==> src/design/htrl_pkg.sv <==
`timescale 1ns / 1ps

package htrl_pkg;

   localparam int MAX_ROUTES  = 16;
   localparam int INDEX_BITS  = 4;
   localparam int COUNT_BITS  = 5;
   localparam int COLUMN_BITS = 16;
   localparam int HASH_BITS   = 32;
   localparam int CHAR_BITS   = 8;

   localparam int REQ_DATA_BITS = 32;
   localparam int RSP_DATA_BITS = 56;
   localparam int CSR_DATA_BITS = 16;

   localparam logic [HASH_BITS-1:0] HASH_BASIS = 32'h811c_9dc5;
   localparam logic [HASH_BITS-1:0] HASH_PRIME = 32'h0100_0193;

   // register indexes on the csr channel
   localparam logic CSR_ROUTE_COUNT    = 1'b0;
   localparam logic CSR_DEFAULT_COLUMN = 1'b1;

   // commands carried in req_tuser
   localparam logic CMD_LOAD     = 1'b0;
   localparam logic CMD_DISPATCH = 1'b1;

   typedef struct packed {
      logic take;     // input beat accepted this cycle
      logic compare;  // register hit vector against final hash
      logic pick;     // select column and load result register
   } ctrl_cmd_type;

   typedef struct packed {
      logic out_stall;  // result register full and not being taken
   } dp_status_type;

endpackage

==> src/design/htrl_ctrl.sv <==
`timescale 1ns / 1ps

module htrl_ctrl
   import htrl_pkg::*;
(
   input  logic          clock,
   input  logic          reset,
   input  logic          req_tvalid,
   input  logic          req_tlast,
   input  logic          req_tuser,
   output logic          req_tready,
   input  dp_status_type status,
   output ctrl_cmd_type  cmd
);

   localparam logic [1:0] S_IDLE    = 2'd0;
   localparam logic [1:0] S_COMPARE = 2'd1;
   localparam logic [1:0] S_PICK    = 2'd2;

   logic [1:0] state_ff, state_in;

   always_comb begin
      state_in    = state_ff;
      req_tready  = 1'b0;
      cmd.take    = 1'b0;
      cmd.compare = 1'b0;
      cmd.pick    = 1'b0;
      unique case (state_ff)
         S_IDLE: begin
            req_tready = 1'b1;
            cmd.take   = req_tvalid;
            if (req_tvalid && req_tlast && (req_tuser == CMD_DISPATCH)) begin
               state_in = S_COMPARE;
            end
         end
         S_COMPARE: begin
            cmd.compare = 1'b1;
            state_in    = S_PICK;
         end
         S_PICK: begin
            if (!status.out_stall) begin
               cmd.pick = 1'b1;
               state_in = S_IDLE;
            end
         end
         default: begin
            state_in = S_IDLE;
         end
      endcase
   end

   always_ff @(posedge clock) begin
      if (reset) begin
         state_ff <= S_IDLE;
      end else begin
         state_ff <= state_in;
      end
   end

   a_dispatch_end_compares: assert property (@(posedge clock) disable iff (reset)
      (cmd.take && req_tlast && (req_tuser == CMD_DISPATCH)) |=> cmd.compare)
      else $error("dispatch end not followed by compare");

   a_compare_then_pick_state: assert property (@(posedge clock) disable iff (reset)
      cmd.compare |=> (state_ff == S_PICK) && !req_tready)
      else $error("compare not followed by pick state");

   a_no_pick_on_stall: assert property (@(posedge clock) disable iff (reset)
      cmd.pick |-> !status.out_stall)
      else $error("result loaded while output stalled");

   a_take_only_when_ready: assert property (@(posedge clock) disable iff (reset)
      cmd.take |-> req_tready && !cmd.compare && !cmd.pick)
      else $error("beat taken outside idle");

endmodule

==> src/design/htrl_datapath.sv <==
`timescale 1ns / 1ps

module htrl_datapath
   import htrl_pkg::*;
(
   input  logic                     clock,
   input  logic                     reset,
   input  ctrl_cmd_type             cmd,
   output dp_status_type            status,
   input  logic [REQ_DATA_BITS-1:0] req_tdata,
   input  logic                     req_tlast,
   input  logic                     req_tuser,
   input  logic                     csr_valid,
   input  logic                     csr_index,
   input  logic [CSR_DATA_BITS-1:0] csr_data,
   output logic                     rsp_tvalid,
   input  logic                     rsp_tready,
   output logic [RSP_DATA_BITS-1:0] rsp_tdata
);

   logic [CHAR_BITS-1:0]   char_byte;
   logic                   has_char;
   logic [INDEX_BITS-1:0]  route_index;
   logic [COLUMN_BITS-1:0] column_in;

   assign char_byte   = req_tdata[CHAR_BITS-1:0];
   assign has_char    = req_tdata[CHAR_BITS];
   assign route_index = req_tdata[CHAR_BITS+INDEX_BITS:CHAR_BITS+1];
   assign column_in   = req_tdata[CHAR_BITS+INDEX_BITS+COLUMN_BITS:CHAR_BITS+INDEX_BITS+1];

   logic [COUNT_BITS-1:0]  route_count_ff;
   logic [COLUMN_BITS-1:0] default_column_ff;

   always_ff @(posedge clock) begin
      if (reset) begin
         route_count_ff    <= '0;
         default_column_ff <= '0;
      end else if (csr_valid) begin
         unique case (csr_index)
            CSR_ROUTE_COUNT:    route_count_ff    <= csr_data[COUNT_BITS-1:0];
            CSR_DEFAULT_COLUMN: default_column_ff <= csr_data[COLUMN_BITS-1:0];
            default: ;
         endcase
      end
   end

   // running hash: one xor-multiply for each beat that carries a byte
   logic [HASH_BITS-1:0] running_hash_ff, running_hash_in;
   logic [HASH_BITS-1:0] folded;
   logic [HASH_BITS-1:0] final_hash_ff;

   always_comb begin
      folded = running_hash_ff;
      if (has_char) begin
         folded = (running_hash_ff ^ {{(HASH_BITS-CHAR_BITS){1'b0}}, char_byte}) * HASH_PRIME;
      end
      running_hash_in = running_hash_ff;
      if (cmd.take) begin
         running_hash_in = req_tlast ? HASH_BASIS : folded;
      end
   end

   always_ff @(posedge clock) begin
      if (reset) begin
         running_hash_ff <= HASH_BASIS;
      end else begin
         running_hash_ff <= running_hash_in;
      end
   end

   always_ff @(posedge clock) begin
      if (cmd.take && req_tlast) begin
         final_hash_ff <= folded;
      end
   end

   // route table, flops with no reset
   logic [HASH_BITS-1:0]   route_hash_ff   [MAX_ROUTES];
   logic [COLUMN_BITS-1:0] route_column_ff [MAX_ROUTES];

   always_ff @(posedge clock) begin
      if (cmd.take && req_tlast && (req_tuser == CMD_LOAD)
          && ({1'b0, route_index} < (INDEX_BITS+1)'(MAX_ROUTES))) begin
         route_hash_ff[route_index]   <= folded;
         route_column_ff[route_index] <= column_in;
      end
   end

   // hit vector, limited to the searched slots
   logic [COUNT_BITS-1:0] search_count;
   logic [MAX_ROUTES-1:0] hit_in, hit_ff;

   always_comb begin
      search_count = (route_count_ff > COUNT_BITS'(MAX_ROUTES))
                   ? COUNT_BITS'(MAX_ROUTES) : route_count_ff;
      for (int i = 0; i < MAX_ROUTES; i++) begin
         hit_in[i] = (route_hash_ff[i] == final_hash_ff) && (COUNT_BITS'(i) < search_count);
      end
   end

   always_ff @(posedge clock) begin
      if (cmd.compare) begin
         hit_ff <= hit_in;
      end
   end

   // lowest set bit wins
   logic [COLUMN_BITS-1:0] pick_column;

   always_comb begin
      pick_column = default_column_ff;
      for (int i = MAX_ROUTES - 1; i >= 0; i--) begin
         if (hit_ff[i]) begin
            pick_column = route_column_ff[i];
         end
      end
   end

   logic                     rsp_valid_ff;
   logic [RSP_DATA_BITS-1:0] rsp_data_ff;

   always_ff @(posedge clock) begin
      if (reset) begin
         rsp_valid_ff <= 1'b0;
      end else if (cmd.pick) begin
         rsp_valid_ff <= 1'b1;
      end else if (rsp_tready) begin
         rsp_valid_ff <= 1'b0;
      end
   end

   always_ff @(posedge clock) begin
      if (cmd.pick) begin
         rsp_data_ff <= {{(RSP_DATA_BITS-HASH_BITS-1-COLUMN_BITS){1'b0}},
                         final_hash_ff, (|hit_ff), pick_column};
      end
   end

   assign status.out_stall = rsp_valid_ff && !rsp_tready;
   assign rsp_tvalid       = rsp_valid_ff;
   assign rsp_tdata        = rsp_data_ff;

endmodule

==> src/design/hashed_type_route_lookup_top.sv <==
`timescale 1ns / 1ps

// Hashed type route lookup.
// req_* is a stream of string beats, one byte at most per beat. req_tuser
// selects load (route name) or dispatch (packet type); req_tlast ends the
// string. Every byte is folded into one running FNV-1a hash.
// A load string ending stores hash and column at the given slot. A dispatch
// string ending compares the hash with slots 0 to route_count-1 (at most
// slot 15) and sends one beat on rsp_*: lowest matching slot's column, or
// default_column with matched clear, plus the final hash.
// csr_* writes route_count (index 0) and default_column (index 1); always
// ready, to be written only while the block is idle.
// Throughput: one beat a cycle while idle; after a dispatch-ending beat
// req_tready is low through the compare state and the column select state.
// The hit vector is registered on compare, the result register on select.
// The result sits in an output register; new beats are taken while it waits.
// If rsp_tready stays low a second dispatch result waits in the select step,
// and req_tready stays low until the register frees.
// Reset (synchronous) clears the hash to the offset basis, the registers to
// zero and the result register to empty; the route table is not cleared.
module hashed_type_route_lookup_top
   import htrl_pkg::*;
(
   input  logic                     clock,
   input  logic                     reset,
   input  logic                     req_tvalid,
   output logic                     req_tready,
   // char_byte[7:0], has_char[8], route_index[12:9], column_in[28:13], zero
   input  logic [REQ_DATA_BITS-1:0] req_tdata,
   input  logic                     req_tlast,
   // command[0]
   input  logic                     req_tuser,
   output logic                     rsp_tvalid,
   input  logic                     rsp_tready,
   // column_out[15:0], matched[16], str_hash[48:17], zero
   output logic [RSP_DATA_BITS-1:0] rsp_tdata,
   input  logic                     csr_valid,
   output logic                     csr_ready,
   input  logic                     csr_index,
   input  logic [CSR_DATA_BITS-1:0] csr_data
);

   ctrl_cmd_type  cmd;
   dp_status_type status;

   assign csr_ready = 1'b1;

   htrl_ctrl u_ctrl (
      .clock      (clock),
      .reset      (reset),
      .req_tvalid (req_tvalid),
      .req_tlast  (req_tlast),
      .req_tuser  (req_tuser),
      .req_tready (req_tready),
      .status     (status),
      .cmd        (cmd)
   );

   htrl_datapath u_datapath (
      .clock      (clock),
      .reset      (reset),
      .cmd        (cmd),
      .status     (status),
      .req_tdata  (req_tdata),
      .req_tlast  (req_tlast),
      .req_tuser  (req_tuser),
      .csr_valid  (csr_valid),
      .csr_index  (csr_index),
      .csr_data   (csr_data),
      .rsp_tvalid (rsp_tvalid),
      .rsp_tready (rsp_tready),
      .rsp_tdata  (rsp_tdata)
   );

endmodule

==> config.mk <==
export PLATFORM = sky130hd
export DESIGN_NAME = hashed_type_route_lookup_top
export DESIGN_NICKNAME = d
export VERILOG_FILES = /design/src/design/htrl_pkg.sv /design/src/design/htrl_ctrl.sv /design/src/design/htrl_datapath.sv /design/src/design/hashed_type_route_lookup_top.sv
export SDC_FILE = /design/constraint.sdc
export NUM_CORES = 1
export LEC_CHECK = 0
export ABC_AREA = 1
export BUFFER_PORTS_ARGS = -buffer_cell sky130_fd_sc_hd__buf_2
export CAP_MARGIN = 20
export CELL_PAD_IN_SITES_DETAIL_PLACEMENT = 0
export CELL_PAD_IN_SITES_GLOBAL_PLACEMENT = 2
export CORE_MARGIN = 8
export CORE_UTILIZATION = 47
export DETAILED_ROUTE_END_ITERATION = 8
export PLACE_DENSITY = 0.9
export SYNTH_ARGS = -nofsm -noshare
export SYNTH_HDL_FRONTEND = slang
export SYNTH_SLANG_ARGS = --single-unit
==> constraint.sdc <==
create_clock -name clock -period 10.6 [get_ports clock]
set_clock_uncertainty 0.2 [all_clocks]
set_input_delay 1.06 -clock clock [delete_from_list [all_inputs] [get_ports clock]]
set_output_delay 1.06 -clock clock [all_outputs]
set_load 0.05 [all_outputs]
# Word level (Yosys, flattened, before mapping)
# Memories as Yosys holds them, arrays and structs flattened.
# Cells that the tools add are included.
[word_totals]
ff_bits = 153
ram_bits = 768
in_bits = 56
out_inout_bits = 59
mem_count = 2
[memory_table]
columns = ["memory", "depth", "word_bits", "read_ports", "rd_ports_with_merged_regs", "write_ports", "line", "source"]
rows = [
  ["u_datapath.route_hash_ff", 16, 32, 16, 0, 1, "htrl_datapath.sv:78", "logic [HASH_BITS-1:0] route_hash_ff [MAX_ROUTES];"],
  ["u_datapath.route_column_ff", 16, 16, 16, 0, 1, "htrl_datapath.sv:79", "logic [COLUMN_BITS-1:0] route_column_ff [MAX_ROUTES];"],
]
[op_classes]
n_mul = 1
n_lt_le_gt_ge = 17
eq_ne = 20
n_mux = 31
n_bitwise = 3
n_reduce_logical = 28
[ops]
columns = ["cell", "count"]
rows = [
  ["32-bit == test", 16],
  ["16-bit two-way mux", 16],
  ["32-bit two-way mux", 2],
  ["4-bit by 5-bit < comparator with 1-bit output (first input constant)", 8],
  ["32-bit by 25-bit multiplier with 32-bit output (second input constant)", 1],
  ["32-bit by 8-bit XOR with 32-bit output", 1],
  ["1-bit logical AND", 21],
  ["3-bit by 5-bit < comparator with 1-bit output (first input constant)", 4],
  ["16-bit OR reduction", 1],
  ["1-bit by 5-bit < comparator with 1-bit output (first input constant)", 2],
  ["2-bit by 5-bit < comparator with 1-bit output (first input constant)", 2],
  ["1-bit two-way mux", 9],
  ["2-bit case mux with 3 select lines", 1],
  ["2-bit AND reduction", 3],
  ["5-bit > comparator (second input constant)", 1],
  ["5-bit two-way mux", 1],
  ["2-bit two-way mux", 2],
  ["2-bit by 1-bit == test with 1-bit output (second input constant)", 1],
  ["2-bit == test (second input constant)", 1],
  ["2-bit zero test", 1],
  ["2-bit by 1-bit inequality test with 1-bit output (second input constant)", 1],
  ["2-bit inequality test (second input constant)", 1],
  ["1-bit NOT", 2],
  ["2-bit nonzero test", 1],
  ["1-bit zero test", 1],
]

# Logic depth before layout (Yosys ltp)
# Gate-level depths: netlist of the first run.
# An unclocked memory read counts as a cell.
[logic_depth]
word_depth = 17
ltp_mapped = 26

# Hierarchy
# Synthesis of the first run repeated with hierarchy kept, for this count alone.
[unflattened]
hier_cells = 3637
hier_area_um2 = 43938.4
[modules_own_cells]
columns = ["module", "instances", "cells_each", "area_per_inst_um2"]
rows = [
  ["htrl_datapath", 1, 3620, 43819.5],
  ["htrl_ctrl", 1, 15, 107.6],
  ["hashed_type_route_lookup_top", 1, 2, 11.3],
]

# Least setup slack after synthesis of the first run
# No wires, ideal clock.
[synth_timing]
path_kind = "input to register"
start = "in req_tdata[4]"
end = "reg u_datapath.final_hash_ff[13], data pin"
setup_ns = 0.295
t_arrival_ns = 5.294
slack_ns = 4.812
cell_stages = 18
cell_sequence = "xnor2_1 inv_1 ha_1 ha_1 fa_1 ha_1 fa_1 ha_1 inv_1 fa_1 inv_1 ha_1 nand2_1 inv_1 a21oi_1 nand3_1 xnor2_1 o21ai_1"
[synth_between]
elab_chain_cells = 3
[synth_lines]
columns = ["element", "line", "source"]
rows = [
  ["start: declaration", "hashed_type_route_lookup_top.sv:29", "input logic [REQ_DATA_BITS-1:0] req_tdata,"],
  ["32-bit by 8-bit XOR with 32-bit output", "htrl_datapath.sv:55", "folded = (running_hash_ff ^ {{(HASH_BITS-CHAR_BITS){1'b0}}, char_byte}) * HASH_PRIME;"],
  ["32-bit by 25-bit multiplier with 32-bit output", "htrl_datapath.sv:55", ""],
  ["32-bit two-way mux", "htrl_datapath.sv:54", "if (has_char) begin"],
  ["named net u_datapath.folded[13]", "htrl_datapath.sv:49", "logic [HASH_BITS-1:0] folded;"],
  ["end signal: assignment", "htrl_datapath.sv:73", "final_hash_ff <= folded;"],
  ["end: declaration", "htrl_datapath.sv:50", "logic [HASH_BITS-1:0] final_hash_ff;"],
]
# The timed path passes the listed nets, and every way through them passes these cells.
# A chain may end at the register's enable or synchronous reset.

# Worst setup path in the final report of the first run
[layout_timing]
start = "reg u_datapath.running_hash_ff[2]"
end = "mem u_datapath.route_hash_ff[2][20], data pin"
[layout_between]
elab_chain_cells = 3
[layout_lines]
columns = ["element", "line", "source"]
rows = [
  ["start: declaration", "htrl_datapath.sv:48", "logic [HASH_BITS-1:0] running_hash_ff, running_hash_in;"],
  ["start signal: assignment", "htrl_datapath.sv:67", "running_hash_ff <= running_hash_in;"],
  ["32-bit by 8-bit XOR with 32-bit output", "htrl_datapath.sv:55", ""],
  ["32-bit by 25-bit multiplier with 32-bit output", "htrl_datapath.sv:55", ""],
  ["32-bit two-way mux", "htrl_datapath.sv:54", ""],
  ["named net u_datapath.folded[20]", "htrl_datapath.sv:49", ""],
  ["end: declaration", "htrl_datapath.sv:78", ""],
]
# The timed path passes the listed nets, and every way through them passes these cells.

==> qor.yml, run 1 <==
synthesis:
  postSynth.asyncResetShare: 0
  synthTopCellsByArea: "edfxtp_1 (59%), nand2_1 (5.4%), ha_1 (5.3%)"
  synthFlopType: "edfxtp_1"
  synth_edf_count: 865
  ys_warn_count: 0
  ys_ff_latch: 921
  synthCells: 3642
  syn_area_um2: 43810
  yosysSeqAreaShare: 0.6185
  yosysTopAreaCell: "edfxtp_1"
  ys_types: 57
  syn_avg_cell_area_um2: 12.03
  synth_top_area_frac: 0.5929
grt:
  grt_use_total: 0.2539
  grt_pass1_vias: 28290
  grt_pass1_wl_um: 190200
  grt_overflow: 0
  grt_max_degree: 50
  antenna_found_initial: 4
cts:
  hold_buffers: 0
  ctsResizeCount: 0
  clock-root-buffer: "clkbuf_16"
  clk_latency_ns: 0.67
  cts_buffers: 94
  clkTransAtPathRegs_ns: 0.07
  clock-sinks: 921
  post_cts_buffers: 0
  cts_tree: "done"
  clockBufferDepth: 3
  h-tree-depth: 3
finish:
  mostFrequentLayoutCells: "edfxtp_1 (865), nand2_1 (634), inv_1 (329), nor2_1 (218), ha_1 (185)"
  drive_gt1_frac: 0.1318
  num-fill-cells: 7889
  layout_commonest_cell: "edfxtp_1"
  syn_to_final_growth_pct: 12.08
  final_util: 0.5285
  final_net_count: 4122
sta:
  slew_headroom: 0.03663
  rsz0062_at_grt: "false"
  worst_pin_slew_ns: 1.441
  fmax_mhz: 147.6
  maxSlewViolCount: 0
  timing.final.crit_share: 0.6390
  setup-tns-final_ns: 0
  fin_crit_ns: 6.773
  hold_violations: 0
  setup_viol: 0
place:
  io_buffer_count: 103
  gp_congestion: 0.8883
  dp_hpwl_um: 86750
routing:
  route.detailed.drc: 0
  antenna_left: 0
  dr.pass1.iters: 6
  wl_per_cell_um: 25.92
  drtIter0Drc: 3295
  vias_per_cell: 5.685
  vias: 29220
  wl_um: 133200
floorplanning:
  io_pins: 115
  chipHeight_um: 321.3
  start_util: 0.4716
  coreArea_um2: 92910
  rows: 112
  die_w_um: 321.3
  die-area_um2: 103200
critical_path:
  endpoint_kind: "register"
  path_max_fanout: 17
  start_kind: "register"
  crit_top_cell: "ha_1"
  crit_type: "reg -> reg"
  worstPathArrival_ns: 6.86
  cp.required_ns: 10.69
  cpMaxStageDelayCell: "inv_1"
  crit_chain: "xor2_1, ha_1, ha_1, fa_1, ha_1, fa_1, ha_1, inv_1, fa_1, inv_1, ha_1, nand2_1, nor2_1, inv_1, nor3_1, nand3_1, nand3_1, nand2_1, nand3_1, o21ai_0, inv_1"
  worst_path_largest_cell_delay_ns: 0.90
job:
  maxCapViolations: 0
status:
  outcome: "completed"
min_path:
  hold_class: "reg -> reg"
-- logic make-up after synthesis --
family | synth area share
AO/OA/AOI/OAI | 0.06680
XOR/XNOR | 0.05497
adder cells (fa/ha/maj) | 0.08665
buffers and inverters | 0.04458
flip-flops | 0.6185
other | 0.0001714
AND/OR/NAND/NOR | 0.1284
-- routing by layer --
| layer | track usage | routed length (um) | share of wire |
|---|---|---|---|
| met1 | 0.3329 | 52420 | 0.39 |
| met5 | 0 | 27 | 0.00020 |
| met4 | 0.1030 | 5697 | 0.043 |
| met3 | 0.04631 | 12590 | 0.094 |
| met2 | 0.4175 | 62490 | 0.47 |
-- synth_stat cells, types with 6 or more instances --
master	number
nand2_1	634
nor3_1	30
o21bai_1	6
or2_2	108
inv_1	329
nand3_1	113
buf_2	70
xnor2_1	171
fa_1	74
nand2_2	7
xor2_1	104
inv_2	25
o21ai_1	26
a221o_1	8
a22oi_1	9
nor4b_1	6
o2111ai_1	6
dfxtp_1	56
o221a_2	15
buf_4	18
nand4_1	54
a22o_1	16
o221ai_1	8
a221oi_1	70
o211ai_1	20
a21oi_1	87
clkbuf_1	32
a211oi_1	9
o21ai_0	100
and2_1	13
edfxtp_1	865
ha_1	185
nor2_2	7
o22ai_1	37
a2111oi_0	6
nor2_1	234
nor4_1	48
-- registers in the layout, summed over array words and instances (netlist names) --
signal and flops:
u_datapath.final_hash_ff 32, u_datapath.running_hash_ff 32, u_datapath.route_count_ff 5, u_datapath.default_column_ff 16, u_datapath.rsp_tdata 49, u_datapath.rsp_tvalid 1
u_ctrl.state_ff 2, u_datapath.route_hash_ff 512, u_datapath.hit_ff 16, u_datapath.route_column_ff 256
-- through the flow --
step	std cells	worst slack [ns]	hold WS [ns]	cell area [um^2]
final	5140	3.827	0.2510	49110
after global routing	5138	3.586	0.2588	49100
after CTS	5136	3.737	0.2515	49060
after detailed placement	4963	3.212	0.2375	46120
after global placement	4962	3.220	0.2374	46100
after floorplan	3648	4.812	0.2206	43830
-- cell type report --
cell class	instances	area, um^2	share of cell area
well taps	1254	1569	0.03195
inverters	358	1344	0.02737
flip-flops and latches	921	27100	0.5518
clock inverters	52	414.1	0.008434
repair buffers	184	1159	0.02359
clock buffers	121	2525	0.05142
diodes	2	5.005	0.0001019
multi-input cells	2248	14990	0.3053
-- final timing paths --
kind	depth (start not counted)	slack [ns]	from	end
setup / recovery	21	3.83	u_datapath.running_hash_ff[2]$_SDFFE_PP1P_	u_datapath.route_hash_ff[2][20]$_DFFE_PP_
hold / removal	0	0.25	u_datapath.final_hash_ff[8]$_DFFE_PP_	u_datapath.rsp_tdata[25]$_DFFE_PP_
setup reg to reg	21	3.83	u_datapath.running_hash_ff[2]$_SDFFE_PP1P_	u_datapath.route_hash_ff[2][20]$_DFFE_PP_
hold reg to reg	0	0.25	u_datapath.final_hash_ff[8]$_DFFE_PP_	u_datapath.rsp_tdata[25]$_DFFE_PP_
-- worst max-delay path, delay by kind of cell, from the launching register on --
kind / cells / cell delay (ns)
AO/OA/AOI/OAI: 1 / 0.18
AND/OR/NAND/NOR: 7 / 0.80
buffers and inverters: 4 / 1.06
flip-flops: 1 / 0.54
XOR/XNOR: 1 / 0.63
adder cells (fa/ha/maj): 8 / 2.96
Power of run 1 is not shown: default switching activity piles up to over one toggle a cycle in this logic, so the estimate is an artifact.
==> inputs of run 2 (changes only) <==
Settings changed: ABC_AREA 1 to 0, CORE_UTILIZATION 47 to 46, PLACE_DENSITY 0.9 to 0.85.
Clock period 10.6 ns to 6.5 ns, I/O delays scaled along.
==> qor.yml, run 2 <==
min_path:
  min_to: "u_datapath.default_column_ff[13]$_SDFFE_PP0P_"
  hold_class: "in -> reg"
  hold_path_depth: 3
  hold_start: "csr_data[13]"
cts:
  clock-sinks: 921
  post_cts_buffers: 0
  clk_latency_ns: 0.64
  clkTransAtPathRegs_ns: 0.06
  h-tree-depth: 3
  clock-root-buffer: "clkbuf_16"
  clockBufferDepth: 3
  cts_tree: "done"
  cts_buffers: 88
  hold_buffers: 0
finish:
  final_net_count: 3414
  final_util: 0.5268
  multi_input_area_um2: 14230
  num-fill-cells: 7474
  largest_reg_flops: 512
  drive_gt1_frac: 0.1381
  antenna_cells: 0
  mostFrequentLayoutCells: "edfxtp_1 (865), xnor2_1 (299), xor2_1 (263), ha_1 (185), inv_1 (180)"
  layout_commonest_cell: "edfxtp_1"
  top_register: "u_datapath.route_hash_ff"
  register_area_um2: 27100
  syn_to_final_growth_pct: 13.70
critical_path:
  cpMaxStageDelayCell: "fa_1"
  path_max_fanout: 17
  cp_num_buf_inv: 3
  worstPathArrival_ns: 6.42
  r2r_slack_ns: 0.26
  worst_r2r_startpoint: "u_datapath.running_hash_ff[2]$_SDFFE_PP1P_"
  crit_chain: "xor2_1, ha_1, ha_1, fa_1, ha_1, fa_1, ha_1, inv_1, fa_1, inv_1, ha_1, a21oi_1, o21ai_1, a2111o_1, a21o_1, a221oi_4, o21ai_2, a221oi_2, xnor2_1, a21oi_1, buf_12"
  cp.required_ns: 6.68
  crit_top_cell: "ha_1"
  rr_worst_depth: 21
  start_kind: "register"
  endpoint_kind: "register"
  crit_type: "reg -> reg"
  reg2reg_to: "u_datapath.route_hash_ff[8][31]$_DFFE_PP_"
  cpLargestDelayFamily: "adder cells"
  worst_path_largest_cell_delay_ns: 0.47
grt:
  grt_pass1_wl_um: 169900
  antenna_found_initial: 8
  grt_use_total: 0.2260
  grt_overflow: 0
  grt_pass1_vias: 25130
  grt_max_degree: 50
floorplanning:
  coreArea_um2: 91390
  start_util: 0.4633
  die-area_um2: 102000
  io_pins: 115
  chipHeight_um: 319.4
  rows: 111
  die_w_um: 319.4
routing:
  drtIter0Drc: 2617
  route.detailed.drc: 0
  wl_per_cell_um: 26.99
  antenna_left: 0
  vias_per_cell: 5.694
  wl_um: 117600
  vias: 24820
  dr.pass1.iters: 5
synthesis:
  synthTopCellsByArea: "edfxtp_1 (61%), xnor2_1 (6.2%), xor2_1 (5.5%)"
  synthCells: 2903
  ys_warn_count: 0
  syn_area_um2: 42340
  synthFlopType: "edfxtp_1"
  syn_avg_cell_area_um2: 14.58
  postSynth.asyncResetShare: 0
  synth_edf_count: 865
  yosysMostFrequentCell: "edfxtp_1"
  synth_top_area_frac: 0.6135
  ys_ff_latch: 921
  ys_top_cells_by_count: "edfxtp_1 (865), xnor2_1 (300), xor2_1 (265)"
  ys_types: 65
  yosysTopAreaCell: "edfxtp_1"
  yosysSeqAreaShare: 0.6400
place:
  dp_hpwl_um: 76590
  gp_congestion: 0.8455
  io_buffer_count: 103
sta:
  timing.final.crit_share: 0.9597
  rsz0062_at_grt: "false"
  setup_viol: 0
  slew_headroom: 0.2196
  fin_crit_ns: 6.238
  hold_slack_ns: 0.04773
  maxSlewViolCount: 0
  hold_violations: 0
  fmax_mhz: 160.3
  worst_pin_slew_ns: 1.171
status:
  outcome: "completed"
job:
  maxCapViolations: 0
## run 2: cell count changes after synthesis, sizes merged, moves of 44 or more
| cell | delta |
|---|---|
| mux2i | +44 |
| clkbuf | +63 |
| a221oi | -47 |
| buf | -54 |
| or2 | -105 |
| nand3 | -87 |
| xor2 | +161 |
| nand2 | -514 |
| inv | -174 |
| o21ai | -61 |
| xnor2 | +129 |
| nor2 | -177 |
## run 2: worst reg2reg max path: stages (launching register included)
cell      delay [ns]
dfxtp_1         0.37
xor2_1          0.36
ha_1            0.31
ha_1            0.26
fa_1            0.47
ha_1            0.22
fa_1            0.43
ha_1            0.28
inv_1           0.05
fa_1            0.47
inv_1           0.04
ha_1            0.30
a21oi_1         0.16
o21ai_1         0.12
a2111o_1        0.42
a21o_1          0.21
a221oi_4        0.35
o21ai_2         0.12
a221oi_2        0.27
xnor2_1         0.18
a21oi_1         0.14
buf_12          0.21
## run 2: stage by stage
step	std cells	setup slack (ns)	TNS, ns	cell area, um^2
floorplan	2909	0.01704	0	42360
global route	4358	0.007983	0	48140
global placement	4192	-0.2458	-24.51	45070
CTS	4356	0.05935	0	48080
finish	4358	0.2621	0	48140
detailed placement	4193	-0.2954	-29.20	45090
## run 2: timing repair
action	4_1_cts	5_1_grt
endpoints found under the hold margin	0	0
gates resized for setup	0	4
setup endpoints to repair	0	120
## run 2: cells by family after synthesis
group                      Yosys count  share of synthesized area
DFF                                921                     0.6400
xor gates and xnor gates           565                     0.1169
AOI/OAI and AO/OA                  317                    0.05060
other                                2                  0.0001774
muxes                               79                    0.01971
buffers and inverters              310                    0.02867
and+or+nand+nor                    450                    0.05429
adders and majority gates          259                    0.08967
## run 2: how the worst max path moves through the flow
stage                                                    start                                    endpoint  slack [ns]  cells past startpoint
floorplan                                         req_tdata[6]      u_datapath.final_hash_ff[31]$_DFFE_PP_        0.02                     21
global placement                                  req_tdata[7]  u_datapath.route_hash_ff[14][31]$_DFFE_PP_       -0.25                     22
detailed placement                                req_tdata[7]  u_datapath.route_hash_ff[14][30]$_DFFE_PP_       -0.30                     22
CTS                 u_datapath.running_hash_ff[7]$_SDFFE_PP1P_  u_datapath.route_hash_ff[14][30]$_DFFE_PP_        0.06                     21
global route        u_datapath.running_hash_ff[2]$_SDFFE_PP1P_  u_datapath.route_hash_ff[10][31]$_DFFE_PP_       0.008                     21
finish              u_datapath.running_hash_ff[2]$_SDFFE_PP1P_   u_datapath.route_hash_ff[8][31]$_DFFE_PP_        0.26                     21
## run 2: routing by layer
layer / vias up / share of wire / global-route usage
met1: 12460 / 0.39 / 0.2943
li1: 10950 / - / -
met4: 8 / 0.036 / 0.08247
met5: - / 0.00037 / 0
met2: 1189 / 0.47 / 0.3689
met3: 207 / 0.097 / 0.05370
## run 2: cell type report
cell class	instances	share of cell area
well taps	1186	0.03083
clock inverters	52	0.01092
repair buffers	230	0.03452
clock buffers	111	0.05123
multi-input cells	1678	0.2956
inverters	180	0.01404
flip-flops and latches	921	0.5629
Power of run 2 is left out for the same reason.
